### src/hdl/nscl_pkg.sv
// Package for the seed cluster labeler: sizes, codes, state and shared types.
package nscl_pkg;

  localparam int NumPoints    = 4096;
  localparam int MaxNeighbors = 8;
  localparam int MaxLabels    = 4096;

  localparam int PtW   = $clog2(NumPoints);
  localparam int NbSelW = $clog2(MaxNeighbors);
  localparam int LabW  = 12;
  localparam int CntW  = 13;
  localparam int KW    = 4;

  // Number of placed-map copies: one per neighbour lane plus one for the point.
  localparam int NumLanes = MaxNeighbors + 1;

  // Operation codes of an input word.
  localparam logic OP_POINT  = 1'b0;
  localparam logic OP_FINISH = 1'b1;

  // Kinds of result word.
  localparam logic KIND_LABEL  = 1'b0;
  localparam logic KIND_REPORT = 1'b1;

  // Register indexes of the configuration port.
  localparam logic CFG_K    = 1'b0;
  localparam logic CFG_DROP = 1'b1;

  // Finish report status codes.
  localparam logic [1:0] ST_OK        = 2'd0;
  localparam logic [1:0] ST_OVERFLOW  = 2'd1;
  localparam logic [1:0] ST_NO_MAIN   = 2'd2;
  localparam logic [1:0] ST_TOO_TIGHT = 2'd3;

  typedef enum logic [2:0] {
    S_CLEAR,
    S_IDLE,
    S_LOOKUP,
    S_DECIDE,
    S_LABEL,
    S_LRESP,
    S_SEED
  } state_e;

  // What the merging stage reports about the neighbour lanes.
  typedef struct packed {
    logic              any;
    logic [NbSelW-1:0] first;
  } merge_t;

endpackage

### src/hdl/nscl_merge.sv
// Merging stage: finds the first neighbour lane that reports a placed point.
module nscl_merge
  import nscl_pkg::*;
(
  input  logic [MaxNeighbors-1:0] hits_i,
  output merge_t                  merge_o
);

  // Priority pick, the lowest-numbered lane wins.
  always_comb begin
    merge_o.any   = |hits_i;
    merge_o.first = '0;
    for (int i = MaxNeighbors - 1; i >= 0; i--) begin
      if (hits_i[i]) begin
        merge_o.first = NbSelW'(i);
      end
    end
  end

endmodule

### config.mk
export PLATFORM = sky130hd
export DESIGN_NAME = nscl_merge
export DESIGN_NICKNAME = d
export VERILOG_FILES = /design/src/hdl/nscl_pkg.sv /design/src/hdl/nscl_merge.sv
export SDC_FILE = /design/constraint.sdc
export NUM_CORES = 1
export LEC_CHECK = 0
export BUFFER_PORTS_ARGS = -buffer_cell sky130_fd_sc_hd__buf_2
export CORE_AREA = 3 3 40 42
export DETAILED_ROUTE_END_ITERATION = 12
export DIE_AREA = 0 0 43 45
export PLACE_DENSITY = 0.3
export REMOVE_ABC_BUFFERS = 1
export SLEW_MARGIN = 15
export SYNTH_ARGS = -nofsm -noshare
export SYNTH_HDL_FRONTEND = slang
export SYNTH_SLANG_ARGS = --single-unit
### constraint.sdc
create_clock -name vclk -period 0.8
set_input_delay 0.04 -clock vclk [all_inputs]
set_output_delay 0.04 -clock vclk [all_outputs]
set_load 0.01 [all_outputs]
# --- After elaboration in Yosys (flattened, before gate mapping) ---
# Cells that the tools add are included.
totals:
  register_bits: 0
  in_bits: 8
  output_inout_bits: 4
  word_cells: 9
classes:
  muxes: 8
  n_reduce_logical: 1
ops:
  columns: ["op", "count"]
  rows:
  - ["3-bit two-way mux", 8]
  - ["8-bit OR reduction", 1]

# --- Longest topological paths before layout ---
# Gate-level depths: netlist (run 1).
depth:
  word_depth: 8
  depth_mapped: 3
  mapped_depth_nobuf: 3

# --- Least setup slack after synthesis (run 1) ---
# No wires, ideal clock.
synth_path:
  path_kind: "input to output"
  from: "in hits_i[4]"
  to: "out merge_o[0] (netlist name)"
  t_arrival_ns: 0.578
  t_required_ns: 0.760
  slack_ns: 0.182
  stages: 1
  n_path_buf: 0
  path_cell_list: "o41ai_1"
synth_between:
  elab_chain_cells: 5
synth_lines:
  columns: ["item", "line_no", "text"]
  rows:
  - ["from (decl)", "nscl_merge.sv:5", "input logic [MaxNeighbors-1:0] hits_i,"]
  - ["3-bit two-way mux (5 in a row)", "nscl_merge.sv:14", "if (hits_i[i]) begin"]
  - ["to (decl)", "nscl_merge.sv:6", "output merge_t merge_o"]
# Every way passes these cells.

==> results of run 1 <==
-- power groups by stage --
stage	registers [mW]	logic (mW)	clock network [mW]
after floorplan	0	0.0246	0
after global placement	0	0.0637	0
after detailed placement	0	0.0652	0
after CTS	0	0.0715	0
after global routing	0	0.0940	0
final	0	0.0830	0
-- Yosys cell counts --
cell / n / area, um^2
nand3_1: 1 / 5.00
a21oi_1: 1 / 5.00
o41ai_1: 1 / 8.76
a21boi_0: 1 / 7.51
inv_1: 1 / 3.75
nor2_1: 3 / 11.3
o21bai_1: 1 / 7.51
nor4_2: 1 / 12.5
and3b_1: 1 / 8.76
o21ai_0: 1 / 5.00
nor2b_1: 1 / 6.26
-- timing repair --
action,in CTS,in global routing
pin swaps,1,1
gates resized for setup,2,4
endpoints found under the setup margin,1,3
setup buffers,0,0
-- path summary, 6_finish.rpt --
check / from / end / slack, ns / cells after the start
setup / recovery: hits_i[6] / merge_o[2] / 0.03 / 4
hold / removal: hits_i[6] / merge_o[3] / 0.39 / 4
-- kinds of logic after synthesis --
| logic type | Yosys count | synth area share |
|---|---|---|
| AOI/OAI and AO/OA | 5 | 0.415 |
| buffers and inverters | 1 | 0.0461 |
| and+or+nand+nor | 7 | 0.538 |
-- routing by layer --
metal,vias up,share of wire
met5,-,0
met2,10,0.33
met1,61,0.52
met4,0,0
met3,0,0.14
li1,74,-
-- per-stage QoR --
stage	setup WS (ns)	util	cell area, um^2	setup TNS, ns	hold slack [ns]
3_5_place_dp	-0.0254	0.125	160	-0.0254	0.378
5_1_grt	-0.0145	0.150	193	-0.0145	0.412
6_report	0.0263	0.150	193	0	0.386
2_1_floorplan	0.182	-	81.3	0	0.170
4_1_cts	0.00138	0.134	173	0	0.380
3_3_place_gp	-0.00905	0.125	160	-0.00905	0.377
-- area by class of cell --
cell class	count	area share
Tap cell	15	0.0974
Multi-Input combinational cell	12	0.487
Timing Repair Buffer	12	0.396
Inverter	1	0.0195
==> summary.md, run 1 <==
| Metric | Value |
|---|---|
| Number of global-route vias before repair | `145` |
| DRC violations left | `0` |
| Die width | `43 um` |
| GRT Max-Usage Layer | `met1` |
| Final ANT Viol Nets | `0` |
| Met3 usage | `0.0120` |
| Status | `complete, no violations` |
| Min Tclk post-route | `0.774 ns` |
| Worst slew margin | `0.846` |
| Non-Filler Instances | `40` |
| CP Data Arrival Time | `0.73 ns` |
| Aggregate routed wire length | `374 um` |
| Synth unique cells | `11` |
| Period utilisation layout | `0.967` |
| Dpl hpwl | `337 um` |
| Final Hold Fails | `0` |
| Switch share | `0.485` |
| Buf+Inv Stages, Crit Path | `2` |
| Commonest cells after routing, fill and taps aside | `buf_2 (10), nor2_1 (3)` |
| Slew Limit Fails | `0` |
| Footprint of the multi-input gates | `93.8 um^2` |
| Crit-path cells | `buf_8, nor4_4, and3b_1, buf_2` |
| Max_cap viols | `0` |
| Die Area | `0.00194 mm^2` |
| First-pass GRT wire length | `607 um` |
| Initial Util | `0.0633` |
| Synth-to-Final Area Change | `137%` |
| Total GRT Usage | `0.0390` |
| Final setup viols | `0` |
| Max stage delay on crit path | `0.26 ns` |
| RSZ-0062 raised after global routing | `true` |
| Worst slew pin tran | `0.229 ns` |
| Sw power | `40.3 uW` |
| Clock share of power | `0` |
| # diodes | `0` |
| Sequential share of the synthesized area | `0` |
| Post-DR wirelength/cell | `9.35 um` |
| Kind of critical path | `in2out` |
| IO Port Bufs | `12` |
| IO Pins | `12` |
| Met2 usage | `0.0479` |
| FF+latch count | `0` |
| VDD IR max | `0.000155 V` |
| DR vias | `145` |
| Syn avg cell area | `6.26 um^2` |
| Critical Path Start Type | `primary input` |
| Site Rows | `13` |
| Fill cells | `151` |
| Maximum fanout along the worst path | `3` |
| Largest delay share family, worst path | `simple AND/OR/NAND/NOR gates` |
| Cell area after synthesis | `81.3 um^2` |
| Combinational share of power | `1.000` |
| Initial antenna violation count | `0` |
| Design Power | `83.0 uW` |
| Crit. End Element | `output pin` |
| Final GP Congestion | `0.727` |
| Commonest non-fill, non-tap cell in the layout | `buf_2` |
| Register Area | `0 um^2` |
| Int Pwr | `42.7 uW` |
| Met1 Track Usage GR | `0.0667` |
| Cell total after placement | `40` |
| Min-delay worst type | `in2out` |
| CLK BUF | `0` |
| Core area | `0.00128 mm^2` |
| GR Overflow Total | `0` |
| Layout cells sized above 1 | `0.560` |
| First-pass DRT Iterations | `2` |
| Pin count of the biggest net entering global routing | `4` |
| Post-Syn Instances | `13` |
| Post-CTS Hold Buffers | `0` |
| Seq pwr share | `0` |
| Via/cell ratio | `3.63` |
| Total leakage power | `0.0912 nW` |
| Die H | `45 um` |
| Initial DRC Count | `1` |
| Pwr dens | `431 mW/mm^2` |
| Nets | `35` |
| Max Freq | `1.29 GHz` |
| CP max stage cell | `nor4_4` |
| Synth Warn # | `0` |
| CP required | `0.76 ns` |
Power figures use the tool's default switching activity.
==> run 2: changes to the inputs <==
==> constraint.sdc (replaced) <==
create_clock -name vclk -period 0.8
set_input_delay 0.12 -clock vclk [all_inputs]
set_output_delay 0.12 -clock vclk [all_outputs]
set_load 0.01 [all_outputs]
==> run 2 against run 1 <==
Against the previous run: the flow now finishes with violations (setup timing); die area is the same; global-route usage up 0.58 points; utilization grew 3.4 points; combinational power rose by 30%; first-iteration DRC count down 100%; critical path depth did not move; design area up 23%; via count up 6.9%; sequential share of layout area unchanged; largest cell class unchanged; highest routed layer unchanged.
==> summary.md, run 2 (synthesized netlist as in run 1, its figures left out) <==
| Metric | Value |
|---|---|
| Place WS | `-0.185 ns (was -0.0254 ns)` |
| DRC violations left | `0 (unchanged)` |
| Aggregate routed wire length | `425 um (was 374 um)` |
| Seq pwr share | `0 (about the same)` |
| RSZ-0062 raised after global routing | `true (unchanged)` |
| Met3 usage | `0.0120 (unchanged)` |
| Die H | `45 um (unchanged)` |
| Die width | `43 um (unchanged)` |
| Die Area | `0.00194 mm^2 (unchanged)` |
| Initial Util | `0.0633 (unchanged)` |
| Maximum fanout along the worst path | `2 (was 3)` |
| Non-Filler Instances | `41 (was 40)` |
| Failing checks | `setup timing` |
| # diodes | `0 (unchanged)` |
| Post-DR wirelength/cell | `10.4 um (was 9.35 um)` |
| Dpl hpwl | `337 um (unchanged)` |
| Min-delay worst type | `in2out (unchanged)` |
| Met1 Track Usage GR | `0.0643 (was 0.0667)` |
| Via/cell ratio | `3.78 (was 3.63)` |
| IO Pins | `12 (unchanged)` |
| Design Power | `108 uW (was 83.0 uW)` |
| Synth-to-Final Area Change | `191% (was 137%)` |
| Layout cells sized above 1 | `0.769 (was 0.560)` |
| Initial DRC Count | `0 (was 1)` |
| Number of global-route vias before repair | `170 (was 145)` |
| Site Rows | `13 (unchanged)` |
| Sw power | `50.0 uW (was 40.3 uW)` |
| Final GP Congestion | `0.727 (unchanged)` |
| Hold WS | `0.516 ns (was 0.386 ns)` |
| Met2 usage | `0.0719 (was 0.0479)` |
| Worst slew margin | `0.836 (was 0.846)` |
| Commonest non-fill, non-tap cell in the layout | `buf_2 (unchanged)` |
| Period utilisation layout | `1.17 (was 0.967)` |
| VDD IR max | `0.000167 V (was 0.000155 V)` |
| CP max stage cell | `nor4_4 (unchanged)` |
| CP Data Arrival Time | `0.82 ns (was 0.73 ns)` |
| Pwr dens | `456 mW/mm^2 (was 431 mW/mm^2)` |
| Max Freq | `1.06 GHz (was 1.29 GHz)` |
| Final Hold Fails | `0 (unchanged)` |
| Cell total after placement | `40 (unchanged)` |
| Fill cells | `152 (was 151)` |
| GR Overflow Total | `0 (unchanged)` |
| IO Port Bufs | `12 (unchanged)` |
| Post-CTS Hold Buffers | `0 (unchanged)` |
| Critical Path Start Type | `primary input (unchanged)` |
| Register Area | `0 um^2 (unchanged)` |
| Int Pwr | `57.9 uW (was 42.7 uW)` |
| First-pass DRT Iterations | `1 (was 2)` |
| Core area | `0.00128 mm^2 (unchanged)` |
| First-pass GRT wire length | `696 um (was 607 um)` |
| CLK BUF | `0 (unchanged)` |
| Pin count of the biggest net entering global routing | `4 (unchanged)` |
| Switch share | `0.463 (was 0.485)` |
| Worst slew pin tran | `0.245 ns (was 0.229 ns)` |
| Post-Route Utilization | `0.184 (was 0.150)` |
| CP required | `0.68 ns (was 0.76 ns)` |
| Final ANT Viol Nets | `0 (unchanged)` |
| Max_cap viols | `0 (unchanged)` |
| DR vias | `155 (was 145)` |
| Nets | `36 (was 35)` |
| Post-route cell area | `236 um^2 (was 193 um^2)` |
| Total leakage power | `0.103 nW (was 0.0912 nW)` |
| Initial antenna violation count | `0 (unchanged)` |
| Min Tclk post-route | `0.939 ns (was 0.774 ns)` |
| Fin Setup TNS | `-0.343 ns (was 0 ns)` |
| Commonest cells after routing, fill and taps aside | `buf_2 (7), buf_6 (3), buf_4 (2) (was buf_2 (10), nor2_1 (3))` |
| Crit-path cells | `buf_8, nor4_4, and3b_1, buf_2 (unchanged)` |
| Clock share of power | `0 (about the same)` |
| GRT Max-Usage Layer | `met2 (was met1)` |
| Status | `complete, but fails checks (was complete, no violations)` |
| Kind of critical path | `in2out (unchanged)` |
| Slew Limit Fails | `0 (unchanged)` |
| Crit. End Element | `output pin (unchanged)` |
| Combinational share of power | `1.000 (about the same)` |
| Max stage delay on crit path | `0.27 ns (was 0.26 ns)` |
| FF+latch count | `0 (unchanged)` |
| Placed instance area | `160 um^2 (unchanged)` |
| Total GRT Usage | `0.0448 (was 0.0390)` |
| Final setup viols | `4 (was 0)` |
| Final setup margin | `-0.139 ns (was 0.0263 ns)` |
## run 2: per-layer routing
metal  part of all wire  up-vias
met4                  0        0
met3               0.13        0
met2               0.40       10
li1                   -       78
met1               0.48       67
met5                  0        -
## run 2: layout make-up
class,count,area [um^2],share of cell area
Tap cell,15,18.8,0.0794
Inverter,1,3.75,0.0159
Timing Repair Buffer,13,98.8,0.418
Multi-Input combinational cell,12,115,0.487
## run 2: power by group through the flow
stage | registers [mW] | clock network, mW | logic [mW]
2_1_floorplan | 0 | 0 | 0.0246
3_3_place_gp | 0 | 0 | 0.0637
3_5_place_dp | 0 | 0 | 0.0652
4_1_cts | 0 | 0 | 0.0945
5_1_grt | 0 | 0 | 0.118
6_report | 0 | 0 | 0.108
## run 2: final timing paths
| check | slack [ns] | start | depth (start not counted) | end |
|---|---|---|---|---|
| setup / recovery | -0.14 | hits_i[5] | 4 | merge_o[2] |
| hold / removal | 0.52 | hits_i[0] | 3 | merge_o[0] |
## run 2: critical path: cells and delay by family
kind	cells	cell delay, ns
AND/OR/NAND/NOR	2	0.47
buffers and inverters	2	0.23
## run 2: timing repair
item                                    4_1_cts  5_1_grt
gates resized for setup                      13        4
pin swaps                                     4        3
buffers inserted                              0        1
endpoints found under the setup margin        4        4
==> run 3: changes to the inputs <==
BUFFER_PORTS_ARGS = -buffer_cell sky130_fd_sc_hd__clkbuf_2   (was -buffer_cell sky130_fd_sc_hd__buf_2)
==> run 3 against run 2 <==
Against the previous run: the flow still finishes with violations (setup timing); cell count is the same; critical path depth unchanged; design area is 0.53% lower; wire length down 5.6%; total power is 2.7% lower; critical path type unchanged; largest power group unchanged; highest routed layer unchanged.
==> summary.md, run 3 (synthesized netlist as in run 1, its figures left out) <==
| Metric | Value |
|---|---|
| Via/cell ratio | `3.66 (was 3.78)` |
| Start point of the critical path | `hits_i[4] (was hits_i[5])` |
| Max Freq | `1.06 GHz (about the same)` |
| DR vias | `150 (was 155)` |
| Final Hold Fails | `0 (unchanged)` |
| RSZ-0062 raised after global routing | `true (unchanged)` |
| Pwr dens | `446 mW/mm^2 (was 456 mW/mm^2)` |
| Min Tclk post-route | `0.945 ns (was 0.939 ns)` |
| Period utilisation layout | `1.18 (was 1.17)` |
| Synth-to-Final Area Change | `189% (was 191%)` |
| Int Pwr | `58.3 uW (was 57.9 uW)` |
| CP max stage cell | `nor4_4 (unchanged)` |
| Pin count of the biggest net entering global routing | `4 (unchanged)` |
| CP Data Arrival Time | `0.82 ns (about the same)` |
| Commonest cells after routing, fill and taps aside | `clkbuf_2 (4), buf_2 (4), clkbuf_8 (2), buf_8 (2) (was buf_2 (7), buf_6 (3), buf_4 (2))` |
| Crit-path cells | `buf_8, nor4_4, and3b_1, buf_2 (unchanged)` |
| Post-CTS Hold Buffers | `0 (unchanged)` |
| Failing checks | `setup timing (unchanged)` |
| # diodes | `0 (unchanged)` |
| FF+latch count | `0 (unchanged)` |
| Final GP Congestion | `0.726 (was 0.727)` |
| Initial antenna violation count | `0 (unchanged)` |
| Non-Filler Instances | `41 (unchanged)` |
| Hold Startpoint | `hits_i[6] (was hits_i[0])` |
| Crit. End Element | `output pin (unchanged)` |
| Aggregate routed wire length | `401 um (was 425 um)` |
| IO Port Bufs | `12 (unchanged)` |
| Layout cells sized above 1 | `0.692 (was 0.769)` |
| Slew Limit Fails | `0 (unchanged)` |
| Final setup margin | `-0.145 ns (was -0.139 ns)` |
| Buf+Inv Stages, Crit Path | `2 (unchanged)` |
| Maximum fanout along the worst path | `3 (was 2)` |
| Combinational share of power | `1.000 (about the same)` |
| Nets | `36 (unchanged)` |
| IO Pins | `12 (unchanged)` |
| Min-delay worst type | `in2out (unchanged)` |
| DRC violations left | `0 (unchanged)` |
| Die H | `45 um (unchanged)` |
| Core area | `0.00128 mm^2 (unchanged)` |
| First-pass GRT wire length | `690 um (was 696 um)` |
| Die width | `43 um (unchanged)` |
| Initial Util | `0.0633 (unchanged)` |
| Fill cells | `145 (was 152)` |
| Switch share | `0.445 (was 0.463)` |
| VDD IR max | `0.000172 V (was 0.000167 V)` |
| Total leakage power | `0.106 nW (was 0.103 nW)` |
| Die Area | `0.00194 mm^2 (unchanged)` |
| Max_cap viols | `0 (unchanged)` |
| Kind of critical path | `in2out (unchanged)` |
| Final ANT Viol Nets | `0 (unchanged)` |
| Worst slew pin tran | `0.209 ns (was 0.245 ns)` |
| Critical Path Start Type | `primary input (unchanged)` |
| Site Rows | `13 (unchanged)` |
| Clock share of power | `0 (about the same)` |
| Final setup viols | `3 (was 4)` |
| GR Overflow Total | `0 (unchanged)` |
| Worst slew margin | `0.859 (was 0.836)` |
| CP required | `0.68 ns (about the same)` |
| Post-DR wirelength/cell | `9.78 um (was 10.4 um)` |
| Max stage delay on crit path | `0.26 ns (was 0.27 ns)` |
| Register Area | `0 um^2 (unchanged)` |
| Number of global-route vias before repair | `154 (was 170)` |
| Status | `complete, but fails checks (unchanged)` |
| Cell total after placement | `40 (unchanged)` |
| Sw power | `46.7 uW (was 50.0 uW)` |
| First-pass DRT Iterations | `2 (was 1)` |
| CLK BUF | `0 (unchanged)` |
| Initial DRC Count | `1 (was 0)` |
| Seq pwr share | `0 (about the same)` |
| Place WS | `-0.172 ns (was -0.185 ns)` |
| Total GRT Usage | `0.0439 (was 0.0448)` |
| Largest delay share family, worst path | `simple AND/OR/NAND/NOR gates (unchanged)` |
==> run 3: worst paths after layout <==
| path | cells past startpoint | end |
|---|---|---|
| max | 4 | merge_o[2] |
| min | 4 | merge_o[3] |
==> run 3: metal layers <==
| metal | GRT usage | wire, um | vias up |
|---|---|---|---|
| met4 | 0 | 0 | 0 |
| met3 | 0.00797 | 50 | 0 |
| met1 | 0.0690 | 195 | 64 |
| met5 | 0 | 0 | - |
| li1 | - | - | 76 |
| met2 | 0.0659 | 155 | 10 |
==> run 3: power by group through the flow <==
| stage | Combinational, mW | Clock [mW] | Sequential, mW |
|---|---|---|---|
| finish | 0.105 | 0 | 0 |
| global route | 0.114 | 0 | 0 |
| CTS | 0.0947 | 0 | 0 |
| floorplan | 0.0246 | 0 | 0 |
| detailed placement | 0.0658 | 0 | 0 |
| global placement | 0.0642 | 0 | 0 |
==> run 3: cell type report <==
type | instances | area (um^2) | share of cell area
multi-input cells | 12 | 108 | 0.457
well taps | 15 | 18.8 | 0.0798
repair buffers | 13 | 105 | 0.447
inverters | 1 | 3.75 | 0.0160
==> run 3: repair_timing <==
| item | in CTS | in global routing |
|---|---|---|
| setup buffers | 0 | 1 |
| endpoints found under the setup margin | 4 | 4 |
| endpoints found under the hold margin | 0 | 0 |
| gates resized for setup | 10 | 8 |
| pin swaps | 3 | 2 |
| cloned | 0 | 0 |
==> run 3: metrics by stage <==
step                      power [mW]   util  cell area [um^2]  hold slack (ns)  setup TNS [ns]
after global placement        0.0642  0.125               160            0.532          -0.423
after detailed placement      0.0658  0.125               160            0.532          -0.416
final                          0.105  0.183               235            0.531          -0.276
after global routing           0.114  0.183               235            0.551          -0.426
after CTS                     0.0947  0.169               218            0.533          -0.279
after floorplan               0.0246      -              81.3            0.330               0
